$ cat config.mk
export PLATFORM = sky130hd
export DESIGN_NAME = accel_step_counter
export DESIGN_NICKNAME = d
export VERILOG_FILES = /design/src/hdl/asc_pkg.sv /design/src/hdl/asc_cfg.sv /design/src/hdl/asc_mac.sv /design/src/hdl/asc_isqrt.sv /design/src/hdl/accel_step_counter.sv
export SDC_FILE = /design/constraint.sdc
export NUM_CORES = 1
export LEC_CHECK = 0
export BUFFER_PORTS_ARGS = -buffer_cell sky130_fd_sc_hd__clkbuf_2
export CAP_MARGIN = 20
export CORE_UTILIZATION = 30
export CTS_CLUSTER_SIZE = 24
export DETAILED_ROUTE_END_ITERATION = 10
export PLACE_DENSITY = 0.51
export SLEW_MARGIN = 40
export SYNTH_ARGS = -nofsm -noshare
export SYNTH_HDL_FRONTEND = slang
export SYNTH_SLANG_ARGS = --single-unit
$ cat constraint.sdc
create_clock -name clk -period 6.62 [get_ports clk]
set_input_delay 0.662 -clock clk [delete_from_list [all_inputs] [get_ports clk]]
set_output_delay 0.662 -clock clk [all_outputs]
set_load 0.1 [all_outputs]
$ cat src/hdl/asc_pkg.sv
// ----------------------------------------------------------------------------
// asc_pkg
// Shared types and constants for the accelerometer step counter: sequencer
// states, detector phases, register indexes and configuration fields.
// ----------------------------------------------------------------------------
package asc_pkg;

  // field widths
  localparam int AXIS_W = 10;
  localparam int MAG_W  = 11;
  localparam int SUM_W  = 22;
  localparam int ACC_W  = 23;
  localparam int CNT_W  = 4;

  // constants of the detector and the average
  localparam logic [CNT_W-1:0]  CNT_MAX        = 4'd15;
  localparam logic [AXIS_W-1:0] ALPHA_FULL     = 10'd1023;
  localparam logic [MAG_W-1:0]  LOCAL_MIN_INIT = 11'd1024;

  // register reset values
  localparam logic [9:0] ALPHA_RST        = 10'd128;
  localparam logic [3:0] COUNT_TARGET_RST = 4'd5;
  localparam logic [7:0] OVERSHOOT_RST    = 8'd25;

  // register indexes (byte address / 4)
  localparam logic [1:0] REG_ALPHA        = 2'd0;
  localparam logic [1:0] REG_COUNT_TARGET = 2'd1;
  localparam logic [1:0] REG_OVERSHOOT    = 2'd2;

  typedef struct packed {
    logic [9:0] alpha;
    logic [3:0] count_target;
    logic [7:0] overshoot;
  } cfg_t;

  typedef enum logic [3:0] {
    ST_IDLE,
    ST_SQ_X,
    ST_SQ_Y,
    ST_SQ_Z,
    ST_ROOT_GO,
    ST_ROOT_WAIT,
    ST_AVG_A,
    ST_AVG_B,
    ST_FINISH
  } state_t;

  typedef enum logic [1:0] {
    PH_SEEK_MAX  = 2'd0,
    PH_SEEK_LOW  = 2'd1,
    PH_SEEK_MIN  = 2'd2,
    PH_SEEK_HIGH = 2'd3
  } phase_t;

endpackage

$ cat src/hdl/asc_cfg.sv
// ----------------------------------------------------------------------------
// asc_cfg
// APB register bank holding alpha, count_target and overshoot.
// ----------------------------------------------------------------------------
module asc_cfg (
  input  logic                clk,
  input  logic                rst,
  input  logic                psel,
  input  logic                penable,
  input  logic                pwrite,
  input  logic [3:0]          paddr,
  input  logic [31:0]         pwdata,
  output logic [31:0]         prdata,
  output logic                pready,
  output asc_pkg::cfg_t       cfg
);

  logic wr_en;

  assign pready = 1'b1;
  assign wr_en  = psel && penable && pwrite;

  // write the addressed register
  always_ff @(posedge clk) begin
    if (rst) begin
      cfg.alpha        <= asc_pkg::ALPHA_RST;
      cfg.count_target <= asc_pkg::COUNT_TARGET_RST;
      cfg.overshoot    <= asc_pkg::OVERSHOOT_RST;
    end else if (wr_en) begin
      unique case (paddr[3:2])
        asc_pkg::REG_ALPHA:        cfg.alpha        <= pwdata[9:0];
        asc_pkg::REG_COUNT_TARGET: cfg.count_target <= pwdata[3:0];
        asc_pkg::REG_OVERSHOOT:    cfg.overshoot    <= pwdata[7:0];
        default: ;
      endcase
    end
  end

  // read back
  always_comb begin
    unique case (paddr[3:2])
      asc_pkg::REG_ALPHA:        prdata = {22'd0, cfg.alpha};
      asc_pkg::REG_COUNT_TARGET: prdata = {28'd0, cfg.count_target};
      asc_pkg::REG_OVERSHOOT:    prdata = {24'd0, cfg.overshoot};
      default:                   prdata = 32'd0;
    endcase
  end

endmodule

$ cat src/hdl/asc_mac.sv
// ----------------------------------------------------------------------------
// asc_mac
// Shared multiply-accumulate unit: one 11x11 product per cycle while enabled, into a
// registered accumulator. Serves the squares and the average update.
// ----------------------------------------------------------------------------
module asc_mac (
  input  logic                        clk,
  input  logic                        en,
  input  logic                        clr,
  input  logic [asc_pkg::MAG_W-1:0]   op_a,
  input  logic [asc_pkg::MAG_W-1:0]   op_b,
  output logic [asc_pkg::ACC_W-1:0]   acc
);

  logic [asc_pkg::SUM_W-1:0] prod;
  logic [asc_pkg::ACC_W-1:0] base;

  assign prod = asc_pkg::SUM_W'(op_a) * asc_pkg::SUM_W'(op_b);
  assign base = clr ? '0 : acc;

  // accumulate, or restart from the product
  always_ff @(posedge clk) begin
    if (en) begin
      acc <= base + asc_pkg::ACC_W'(prod);
    end
  end

endmodule

$ cat src/hdl/asc_isqrt.sv
// ----------------------------------------------------------------------------
// asc_isqrt
// Digit-by-digit integer square root of a 22-bit value, one result bit per
// cycle, then a one-cycle done pulse.
// ----------------------------------------------------------------------------
module asc_isqrt (
  input  logic                        clk,
  input  logic                        rst,
  input  logic                        start,
  input  logic [asc_pkg::SUM_W-1:0]   value,
  output logic [asc_pkg::MAG_W-1:0]   root,
  output logic                        done
);

  localparam logic [3:0] LAST_STEP = 4'(asc_pkg::MAG_W - 1);

  logic [asc_pkg::SUM_W-1:0] sh;
  logic [13:0]               rem;
  logic [3:0]                step;
  logic                      busy;
  logic [13:0]               rem_sh;
  logic [13:0]               trial;
  logic                      ge;

  // bring down two bits, try root*4+1
  assign rem_sh = {rem[11:0], sh[asc_pkg::SUM_W-1 -: 2]};
  assign trial  = {2'b00, root[9:0], 2'b01};
  assign ge     = rem_sh >= trial;

  // control
  always_ff @(posedge clk) begin
    if (rst) begin
      busy <= 1'b0;
      done <= 1'b0;
      step <= '0;
    end else begin
      done <= 1'b0;
      if (start) begin
        busy <= 1'b1;
        step <= '0;
      end else if (busy) begin
        step <= step + 4'd1;
        if (step == LAST_STEP) begin
          busy <= 1'b0;
          done <= 1'b1;
        end
      end
    end
  end

  // datapath
  always_ff @(posedge clk) begin
    if (start) begin
      sh   <= value;
      rem  <= '0;
      root <= '0;
    end else if (busy) begin
      sh   <= {sh[asc_pkg::SUM_W-3:0], 2'b00};
      rem  <= ge ? (rem_sh - trial) : rem_sh;
      root <= {root[9:0], ge};
    end
  end

endmodule

$ cat src/hdl/accel_step_counter.sv
// ----------------------------------------------------------------------------
// accel_step_counter
// Peak/valley pedometer: magnitude of a three-axis sample by a shared MAC and
// an iterative square root, moving average, four-phase step detector.
// ----------------------------------------------------------------------------
// One sample at a time: a new sample is accepted only in the idle state, after the
//   11-step square root and the five passes through the single multiply-accumulate
//   unit for the sample before it are done.
// A finished result waits in the output register while the next item is
//   taken; the block stalls only in its finish state if that register is full.
// Reset (rst, synchronous): defaults, seek maximum, zero count; first sample seeds the average.
module accel_step_counter (
  input  logic        clk,
  input  logic        rst,
  // APB configuration
  input  logic        psel,
  input  logic        penable,
  input  logic        pwrite,
  input  logic [3:0]  paddr,
  input  logic [31:0] pwdata,
  output logic [31:0] prdata,
  output logic        pready,
  // sample in
  input  logic        s_axis_tvalid,
  output logic        s_axis_tready,
  input  logic [31:0] s_axis_tdata,  // accel_x[9:0], accel_y[19:10], accel_z[29:20]
  // result out
  output logic        m_axis_tvalid,
  input  logic        m_axis_tready,
  output logic [63:0] m_axis_tdata   // magnitude[10:0], average[21:11], step_seen[22],
                                     // step_count[54:23], phase[56:55]
);

  localparam int MW = asc_pkg::MAG_W;

  asc_pkg::cfg_t   cfg;
  asc_pkg::state_t state, state_next;
  asc_pkg::phase_t phase, phase_next;

  logic [asc_pkg::AXIS_W-1:0] accel_x, accel_y, accel_z;
  logic                       primed;
  logic [MW-1:0]              avg_reg;
  logic [MW-1:0]              local_max, local_max_next;
  logic [MW-1:0]              local_min, local_min_next;
  logic [asc_pkg::CNT_W-1:0]  confirm_count, confirm_count_next;
  logic [31:0]                step_total;

  logic                       in_acc;
  logic                       slot_free;
  logic                       commit;
  logic                       mac_en, mac_clr, root_start;
  logic [MW-1:0]              mac_a, mac_b;
  logic [asc_pkg::ACC_W-1:0]  acc;
  logic [MW-1:0]              mag;
  logic                       root_done;
  logic [MW-1:0]              new_avg;
  logic [asc_pkg::CNT_W-1:0]  cnt_bumped;
  logic                       confirmed;
  logic                       low_hit, high_hit;
  logic                       seen;

  asc_cfg u_cfg (
    .clk     (clk),
    .rst     (rst),
    .psel    (psel),
    .penable (penable),
    .pwrite  (pwrite),
    .paddr   (paddr),
    .pwdata  (pwdata),
    .prdata  (prdata),
    .pready  (pready),
    .cfg     (cfg)
  );

  asc_mac u_mac (
    .clk  (clk),
    .en   (mac_en),
    .clr  (mac_clr),
    .op_a (mac_a),
    .op_b (mac_b),
    .acc  (acc)
  );

  asc_isqrt u_isqrt (
    .clk   (clk),
    .rst   (rst),
    .start (root_start),
    .value (acc[asc_pkg::SUM_W-1:0]),
    .root  (mag),
    .done  (root_done)
  );

  assign s_axis_tready = (state == asc_pkg::ST_IDLE);
  assign in_acc        = s_axis_tvalid && s_axis_tready;
  assign slot_free     = !m_axis_tvalid || m_axis_tready;
  assign commit        = (state == asc_pkg::ST_FINISH) && slot_free;

  // next state
  always_comb begin
    state_next = state;
    unique case (state)
      asc_pkg::ST_IDLE:      if (in_acc) state_next = asc_pkg::ST_SQ_X;
      asc_pkg::ST_SQ_X:      state_next = asc_pkg::ST_SQ_Y;
      asc_pkg::ST_SQ_Y:      state_next = asc_pkg::ST_SQ_Z;
      asc_pkg::ST_SQ_Z:      state_next = asc_pkg::ST_ROOT_GO;
      asc_pkg::ST_ROOT_GO:   state_next = asc_pkg::ST_ROOT_WAIT;
      asc_pkg::ST_ROOT_WAIT: if (root_done) state_next = asc_pkg::ST_AVG_A;
      asc_pkg::ST_AVG_A:     state_next = asc_pkg::ST_AVG_B;
      asc_pkg::ST_AVG_B:     state_next = asc_pkg::ST_FINISH;
      asc_pkg::ST_FINISH:    if (slot_free) state_next = asc_pkg::ST_IDLE;
      default:               state_next = asc_pkg::ST_IDLE;
    endcase
  end

  // drive the shared units
  always_comb begin
    mac_en     = 1'b0;
    mac_clr    = 1'b0;
    mac_a      = '0;
    mac_b      = '0;
    root_start = 1'b0;
    unique case (state)
      asc_pkg::ST_SQ_X: begin
        mac_en  = 1'b1;
        mac_clr = 1'b1;
        mac_a   = MW'(accel_x);
        mac_b   = MW'(accel_x);
      end
      asc_pkg::ST_SQ_Y: begin
        mac_en = 1'b1;
        mac_a  = MW'(accel_y);
        mac_b  = MW'(accel_y);
      end
      asc_pkg::ST_SQ_Z: begin
        mac_en = 1'b1;
        mac_a  = MW'(accel_z);
        mac_b  = MW'(accel_z);
      end
      asc_pkg::ST_ROOT_GO: root_start = 1'b1;
      asc_pkg::ST_AVG_A: begin
        mac_en  = 1'b1;
        mac_clr = 1'b1;
        mac_a   = MW'(cfg.alpha);
        mac_b   = mag;
      end
      asc_pkg::ST_AVG_B: begin
        mac_en = 1'b1;
        mac_a  = MW'(asc_pkg::ALPHA_FULL - cfg.alpha);
        mac_b  = avg_reg;
      end
      default: ;
    endcase
  end

  // average and crossing tests
  assign new_avg    = primed ? acc[MW+9:10] : mag;
  assign cnt_bumped = (confirm_count < asc_pkg::CNT_MAX) ? confirm_count + 4'd1 : confirm_count;
  assign confirmed  = cnt_bumped >= cfg.count_target;
  assign low_hit    = (new_avg < MW'(cfg.overshoot)) || (mag < new_avg - MW'(cfg.overshoot));
  assign high_hit   = (12'(mag) > 12'(new_avg) + 12'(cfg.overshoot));

  // detector next values
  always_comb begin
    phase_next         = phase;
    local_max_next     = local_max;
    local_min_next     = local_min;
    confirm_count_next = confirm_count;
    seen               = 1'b0;
    if (primed) begin
      unique case (phase)
        asc_pkg::PH_SEEK_MAX: begin
          if (mag > local_max) begin
            local_max_next     = mag;
            confirm_count_next = '0;
          end else begin
            confirm_count_next = cnt_bumped;
            if (confirmed) phase_next = asc_pkg::PH_SEEK_LOW;
          end
        end
        asc_pkg::PH_SEEK_LOW: begin
          if (mag > local_max) begin
            local_max_next     = mag;
            confirm_count_next = '0;
            phase_next         = asc_pkg::PH_SEEK_MAX;
          end else if (low_hit) begin
            seen               = 1'b1;
            local_min_next     = asc_pkg::LOCAL_MIN_INIT;
            confirm_count_next = '0;
            phase_next         = asc_pkg::PH_SEEK_MIN;
          end
        end
        asc_pkg::PH_SEEK_MIN: begin
          if (mag < local_min) begin
            local_min_next     = mag;
            confirm_count_next = '0;
          end else begin
            confirm_count_next = cnt_bumped;
            if (confirmed) phase_next = asc_pkg::PH_SEEK_HIGH;
          end
        end
        default: begin
          if (mag < local_min) begin
            local_min_next     = mag;
            confirm_count_next = '0;
            phase_next         = asc_pkg::PH_SEEK_MIN;
          end else if (high_hit) begin
            seen               = 1'b1;
            local_max_next     = '0;
            confirm_count_next = '0;
            phase_next         = asc_pkg::PH_SEEK_MAX;
          end
        end
      endcase
    end
  end

  // sequencer and detector state
  always_ff @(posedge clk) begin
    if (rst) begin
      state         <= asc_pkg::ST_IDLE;
      phase         <= asc_pkg::PH_SEEK_MAX;
      primed        <= 1'b0;
      avg_reg       <= '0;
      local_max     <= '0;
      local_min     <= asc_pkg::LOCAL_MIN_INIT;
      confirm_count <= '0;
      step_total    <= '0;
    end else begin
      state <= state_next;
      if (commit) begin
        phase         <= phase_next;
        primed        <= 1'b1;
        avg_reg       <= new_avg;
        local_max     <= local_max_next;
        local_min     <= local_min_next;
        confirm_count <= confirm_count_next;
        step_total    <= step_total + 32'(seen);
      end
    end
  end

  // latch the sample
  always_ff @(posedge clk) begin
    if (in_acc) begin
      accel_x <= s_axis_tdata[9:0];
      accel_y <= s_axis_tdata[19:10];
      accel_z <= s_axis_tdata[29:20];
    end
  end

  // output register
  always_ff @(posedge clk) begin
    if (rst) begin
      m_axis_tvalid <= 1'b0;
    end else if (commit) begin
      m_axis_tvalid <= 1'b1;
    end else if (m_axis_tready) begin
      m_axis_tvalid <= 1'b0;
    end
  end

  always_ff @(posedge clk) begin
    if (commit) begin
      m_axis_tdata <= {7'd0, phase_next, step_total + 32'(seen), seen, new_avg, mag};
    end
  end

`ifndef SYNTH
  // a step bumps the count by exactly one
  a_step_count: assert property (@(posedge clk) disable iff (rst)
    commit && seen |=> step_total == $past(step_total) + 32'd1)
    else $error("step count did not advance on a step");

  // once primed, stay primed until reset
  a_primed_holds: assert property (@(posedge clk) disable iff (rst)
    primed |=> primed)
    else $error("primed dropped without reset");

  // a step is only reported on entering seek-min or seek-max
  a_step_phase: assert property (@(posedge clk) disable iff (rst)
    m_axis_tvalid && m_axis_tdata[22] |->
      (m_axis_tdata[56:55] == asc_pkg::PH_SEEK_MAX) ||
      (m_axis_tdata[56:55] == asc_pkg::PH_SEEK_MIN))
    else $error("step reported in a crossing phase");

  // the root is exact
  a_root_exact: assert property (@(posedge clk) disable iff (rst)
    root_done |-> (24'(mag) * 24'(mag) <= 24'(acc[asc_pkg::SUM_W-1:0])) &&
                  ((24'(mag) + 24'd1) * (24'(mag) + 24'd1) > 24'(acc[asc_pkg::SUM_W-1:0])))
    else $error("square root not exact");
`endif

endmodule
# Yosys cells after proc, flatten, opt, wreduce, memory -nomap -nowiden
# Cells that the tools add are included.
[totals]
regBits = 260
[op_classes]
eq_ne = 21
order_cmp = 8
reduce_logical = 28
n_addsub = 8
muxes = 53
mul = 1
bitwise = 3
[ops]
columns = ["op", "n"]
rows = [
  ["$pmux 11 s5", 2],
  ["$mux 11", 7],
  ["$mux 22", 2],
  ["$pmux 11 s2", 2],
  ["$mux 4", 10],
  ["$pmux 4 s9", 1],
  ["$add 32x1->32", 1],
  ["$pmux 10 s3", 1],
  ["$add 23x22->23", 1],
  ["$mux 23", 1],
  ["$lt 11x11->1", 2],
  ["$mul 11x11->22", 1],
  ["$mux 2", 9],
  ["$eq 4x3->1 const B", 4],
  ["$ge 14x12->1", 1],
  ["$mux 1", 14],
  ["$add 11x8->12", 1],
  ["$gt 11x12->1", 1],
  ["$mux 12", 1],
  ["$pmux 4 s3", 1],
  ["$reduce_and 6->1", 2],
  ["$sub 12x12->12", 1],
  ["$gt 11x11->1", 1],
  ["$lt 11x8->1", 1],
  ["other kinds (29)", 54],
]

# Logic depth before layout (Yosys ltp)
[logic_depth]
word_depth = 9
mapped_depth = 35
mapped_depth_nobuf = 31

# Cells and area by module
# A second synthesis with hierarchy kept.
[hier_totals]
cells_unflattened = 1916
hier_area_um2 = 18738.0
[by_module_without_submodules]
columns = ["mod", "cells_per_inst", "area_per_inst_um2", "n_inst"]
rows = [
  ["accel_step_counter", 897, 9113.7, 1],
  ["asc_mac", 603, 5510.3, 1],
  ["asc_isqrt", 273, 2821.5, 1],
  ["asc_cfg", 143, 1292.5, 1],
]

# Worst setup path before layout
# No wires, ideal clock.
[synth_path]
path_type = "reg-to-reg"
start = "register state[0]"
end = "register u_mac.acc[21] (netlist name) (data pin)"
arrival_ns = 6.305
setup_ns = 0.260
path_slack_ns = 0.055
path_buffers = 2
t_required_ns = 6.360
stages_incl_launch_ff = 23
cell_sequence = "dfxtp_1 > clkbuf_1 > clkbuf_1 > mux2_1 > a22oi_1 > nor2_1 > a221oi_1 > nor2_1 > fa_1 > fa_1 > fa_1 > fa_1 > inv_1 > fa_1 > inv_1 > ha_1 > or2_2 > a21oi_1 > a211oi_1 > o31ai_1 > o21bai_1 > a21oi_1 > xnor2_1"
[synth_via]
elab_chain_len = 5
elab_cells_between_ends = 12
[synth_rtl]
columns = ["element", "line_no", "source"]
rows = [
  ["from (decl)", "accel_step_counter.sv:37", "asc_pkg::state_t state, state_next;"],
  ["from (signal assigned)", "accel_step_counter.sv:220", "state <= asc_pkg::ST_IDLE;"],
  ["from (signal assigned)", "accel_step_counter.sv:229", "state <= state_next;"],
  ["branches (longest 4 deep; another with $mul 11x11->22)", "--", ""],
  ["$add 23x22->23 *", "asc_mac.sv:24", "acc <= base + asc_pkg::ACC_W'(prod);"],
  ["to (signal assigned)", "asc_mac.sv:24", ""],
  ["to (decl)", "asc_mac.sv:12", "output logic [asc_pkg::ACC_W-1:0] acc"],
]
# Mark *: on every way between the ends.
# A chain may end at the register's enable or synchronous reset.

# Worst setup path in the final report
[layout_path]
start = "register state[0]"
end = "register u_mac.acc[20] (netlist name) (data pin)"
# The elaborated chain is that of the path after synthesis.

==> impl_results.rst <==
.. list-table::
   :header-rows: 1

   * - Metric
     - Value
   * - Reg2Reg Setup Slack
     - 280 ps
   * - Leading cell type in the layout, fill and taps excluded
     - sky130_fd_sc_hd__inv_1
   * - Cell type with the largest total area after synthesis
     - sky130_fd_sc_hd__edfxtp_1
   * - Clock power share
     - 28.2%
   * - Registers with the most flip-flops
     - m_axis_tdata (57), step_total (32)
   * - Kind of launch point of the worst setup path
     - register
   * - TritonCTS buffer count
     - 31
   * - Area fraction of the dominant cell type after synthesis
     - 22.20%
   * - FILL cells
     - 5,791
   * - Post-synth top flop
     - sky130_fd_sc_hd__edfxtp_1
   * - Reg power frac
     - 31.4%
   * - Number of pins exceeding their max-slew limit in the final report
     - 0
   * - Kind of end point of the critical path
     - register
   * - Drc violations
     - 0
   * - Largest Register
     - m_axis_tdata
   * - # setup viols final
     - 0
   * - Flip-flop count of the largest register after layout
     - 57
   * - Net Sw Power
     - 2.303 mW
   * - Starting Density
     - 30.54%
   * - Global Route Usage Sum
     - 15.35%
   * - Worst EP arrival
     - 6670 ps
   * - Period utilisation layout
     - 95.75%
   * - Die height
     - 245.1 um
   * - Ratio of cells with drive above 1 in the final layout
     - 18.14%
   * - Xor-xnor portion of the synthesized cell area
     - 5.140%
   * - Synth unique cells
     - 79
   * - Area occupied by multi-input gates
     - 0.01018 sq mm
   * - Average cell area after synthesis
     - 9.791 sq um
   * - Data required time of the worst path
     - 6950 ps
   * - Clock transition at the register clock pins on the worst setup and hold paths after CTS
     - 60 ps
   * - Combinational family with the most area after synthesis
     - adder cells
   * - Least setup slack across all paths after layout
     - 281.2 ps
   * - Clock tree from TritonCTS
     - done
   * - Aggregate routed wire length
     - 45,450 um
   * - Pin count of the biggest net entering global routing
     - 54
   * - Overflow after GRT
     - 0
   * - Post-synthesis share of cell area spent on and, or, nand and nor gates
     - 14.31%
   * - Ys async rst share
     - 0%
   * - Die boundary width
     - 245.1 um
   * - Number of synthesis warnings
     - 0
   * - Total power
     - 6.399 mW
   * - Highest clock frequency the design can meet
     - 157.8 MHz
   * - Hold/Removal Path Class
     - primary input to register
   * - Dominant cells by area after synthesis
     - sky130_fd_sc_hd__edfxtp_1, sky130_fd_sc_hd__dfxtp_1, sky130_fd_sc_hd__fa_1
   * - Minimum clock period
     - 6339 ps
   * - DP Worst Slack
     - 41.97 ps
   * - Site Rows
     - 88
   * - Syn-to-layout area delta
     - 19.27%
   * - Antenna-violating nets left
     - 0
   * - Post-detailed-route wirelength per cell
     - 16.13 um
   * - Mapped Cells
     - 1,810
   * - Count of H-tree levels built during CTS
     - 1
   * - Max VDD drop
     - 232.5 uV
   * - Pleak
     - 9.213 nW
   * - Combinational share of power
     - 40.4%
   * - Share of cell area taken by muxes after synthesis
     - 4.681%
   * - Internal power
     - 4.096 mW
   * - Initial drt markers
     - 648
   * - Count of TritonRoute iterations in the first routing pass
     - 7
   * - Maximum clock path buffer count
     - 3
   * - Post-synthesis share of cell area spent on full adders, half adders and majority gates
     - 20.64%
   * - Slew at the pin with the worst max-slew slack
     - 767.4 ps
   * - Number of nets at the end of the flow
     - 2,337
   * - Floorplan die area
     - 0.06005 sq mm
   * - Global-route wire length before repair
     - 73,550 um
   * - Antenna violations before repair
     - 3
   * - # Max-Cap Violations
     - 0
   * - Post-synth EDFFs
     - 131
   * - CTS Hold Buffers Added
     - 0
   * - Number of clock sinks
     - 259
   * - Clock latency on the worst-skew pair
     - 590 ps
   * - Final number of hold-violating endpoints
     - 0
   * - Drt via density
     - 4.691
   * - Footprint of the flip-flops and latches
     - 0.006500 sq mm
   * - HPWL after DPL
     - 35,080 um
   * - P per Cell Area
     - 302.7 mW/mm^2
   * - Worst setup path class
     - register to register
   * - Share of synthesized area occupied by flip-flops and latches
     - 36.66%
   * - Worst clock skew
     - 17.72 ps
   * - Biggest fanout along the worst timing path
     - 6
   * - Slew Limit Headroom
     - 47.52%
   * - Synthesized-area fraction occupied by ao, oa, aoi and oai cells
     - 11.15%
   * - Number of register bits inferred by synthesis
     - 259
   * - Vias in the first global route
     - 13,630
   * - Routed vias
     - 13,219
   * - Most used cells in the layout excluding fill and tap cells
     - sky130_fd_sc_hd__inv_1, sky130_fd_sc_hd__nor2_1, sky130_fd_sc_hd__nand2_1
   * - Utilization after layout
     - 36.43%
   * - Port Buffer Count
     - 117
   * - Core area
     - 0.05803 sq mm
   * - Buffer type at the clock tree root
     - sky130_fd_sc_hd__clkbuf_16
   * - Number of top-level pins
     - 174
   * - Result of the run
     - complete, no violations
   * - Proportion of total power due to net switching
     - 35.99%
   * - Netlist area before placement
     - 0.01772 sq mm
   * - RePlAce Congestion
     - 0.8667
-- repair_timing --
action | 4_1_cts | 5_1_grt
pin swaps | 1 | 8
setup buffers | 0 | 4
gates resized for setup | 3 | 26
endpoints found under the setup margin | 2 | 5
-- through the flow --
step	instances	hold slack, ps	cell area (sq um)	TNS (ps)
floorplan	1838	436.5	17830	0
global placement	2754	445.9	19880	0
detailed placement	2754	456.4	19900	0
CTS	2812	208.1	21000	0
global route	2818	222.3	21140	-49.42
finish	2818	245.6	21140	0
-- cell families (layout without fill, tap and decap cells) --
kind of cell / Yosys count / in the layout
and+or+nand+nor: 543 / 543
xor gates and xnor gates: 104 / 104
adders and majority gates: 236 / 236
AOI/OAI and AO/OA: 281 / 281
muxes: 79 / 79
DFF: 259 / 259
buffers and inverters: 306 / 519
other: 2 / 32
-- power groups by stage --
stage	logic [mW]	registers [mW]	clock network, mW
after global routing	2.92	2.03	1.91
after global placement	2.50	2.04	0
after CTS	2.56	2.01	1.86
final	2.58	2.01	1.81
after detailed placement	2.52	2.04	0
after floorplan	1.78	1.99	0
-- layer usage --
layer / global-route usage (%) / up-vias / wire (um)
li1: - / 6522 / -
met1: 20.30 / 6385 / 20850
met2: 25.67 / 236 / 21520
met3: 1.859 / 76 / 1688
met4: 5.404 / 0 / 1397
met5: 0 / - / 0
-- worst paths after layout --
kind,start,endpoint,cells past startpoint
worst max-delay path,state[0],u_mac.acc[20],24
worst min-delay path,s_axis_tdata[28],accel_z[8],1
worst max register to register,state[0],u_mac.acc[20],24
worst min register to register,local_min[10],local_min[10],2
-- cell usage after synthesis (all sizes together) (5+ instances only) --
cell,count
and2,21
a211o,9
a22o,21
a22oi,11
xor2,41
o21ai,44
edfxtp,131
o211ai,10
dfxtp,128
nor4,6
or2,11
clkbuf,44
mux2,31
inv,207
a221o,8
nand2,163
nor3b,5
fa,94
a21o,8
and3,11
or3,14
buf,54
nand3,30
o21a,16
a21oi,73
nor3,26
a221oi,7
xnor2,63
mux2i,48
nand4,13
ha,142
nor2,191
a211oi,34
nor2b,26
o31ai,8
nand2b,20
-- area by class of cell --
class	instances	share of cell area, %
clock buffers	44	4.185
well taps	765	4.528
multi-input cells	1273	48.14
repair buffers	253	7.736
diodes	2	0.02368
inverters	208	3.700
flip-flops and latches	259	30.75
clock inverters	14	0.9352
-- critical path, cell delays in order (launching register included) --
cell and delay [ps]:
sky130_fd_sc_hd__dfxtp_4 370, sky130_fd_sc_hd__buf_12 120, sky130_fd_sc_hd__mux2_2 320, sky130_fd_sc_hd__a22oi_1 210, sky130_fd_sc_hd__nor2_2 100, sky130_fd_sc_hd__a221o_1 380, sky130_fd_sc_hd__buf_4 190, sky130_fd_sc_hd__and2_1 170
sky130_fd_sc_hd__fa_1 480, sky130_fd_sc_hd__ha_1 250, sky130_fd_sc_hd__fa_1 540, sky130_fd_sc_hd__inv_1 50, sky130_fd_sc_hd__fa_1 480, sky130_fd_sc_hd__fa_1 550, sky130_fd_sc_hd__inv_1 40, sky130_fd_sc_hd__ha_1 330
sky130_fd_sc_hd__nand2_1 80, sky130_fd_sc_hd__o21ai_2 180, sky130_fd_sc_hd__o211ai_1 120, sky130_fd_sc_hd__buf_4 160, sky130_fd_sc_hd__a211oi_4 240, sky130_fd_sc_hd__nor3_2 90, sky130_fd_sc_hd__o41ai_2 320, sky130_fd_sc_hd__a21oi_1 140
sky130_fd_sc_hd__xnor2_1 140
No activity file was read; power rests on OpenSTA's default activity.
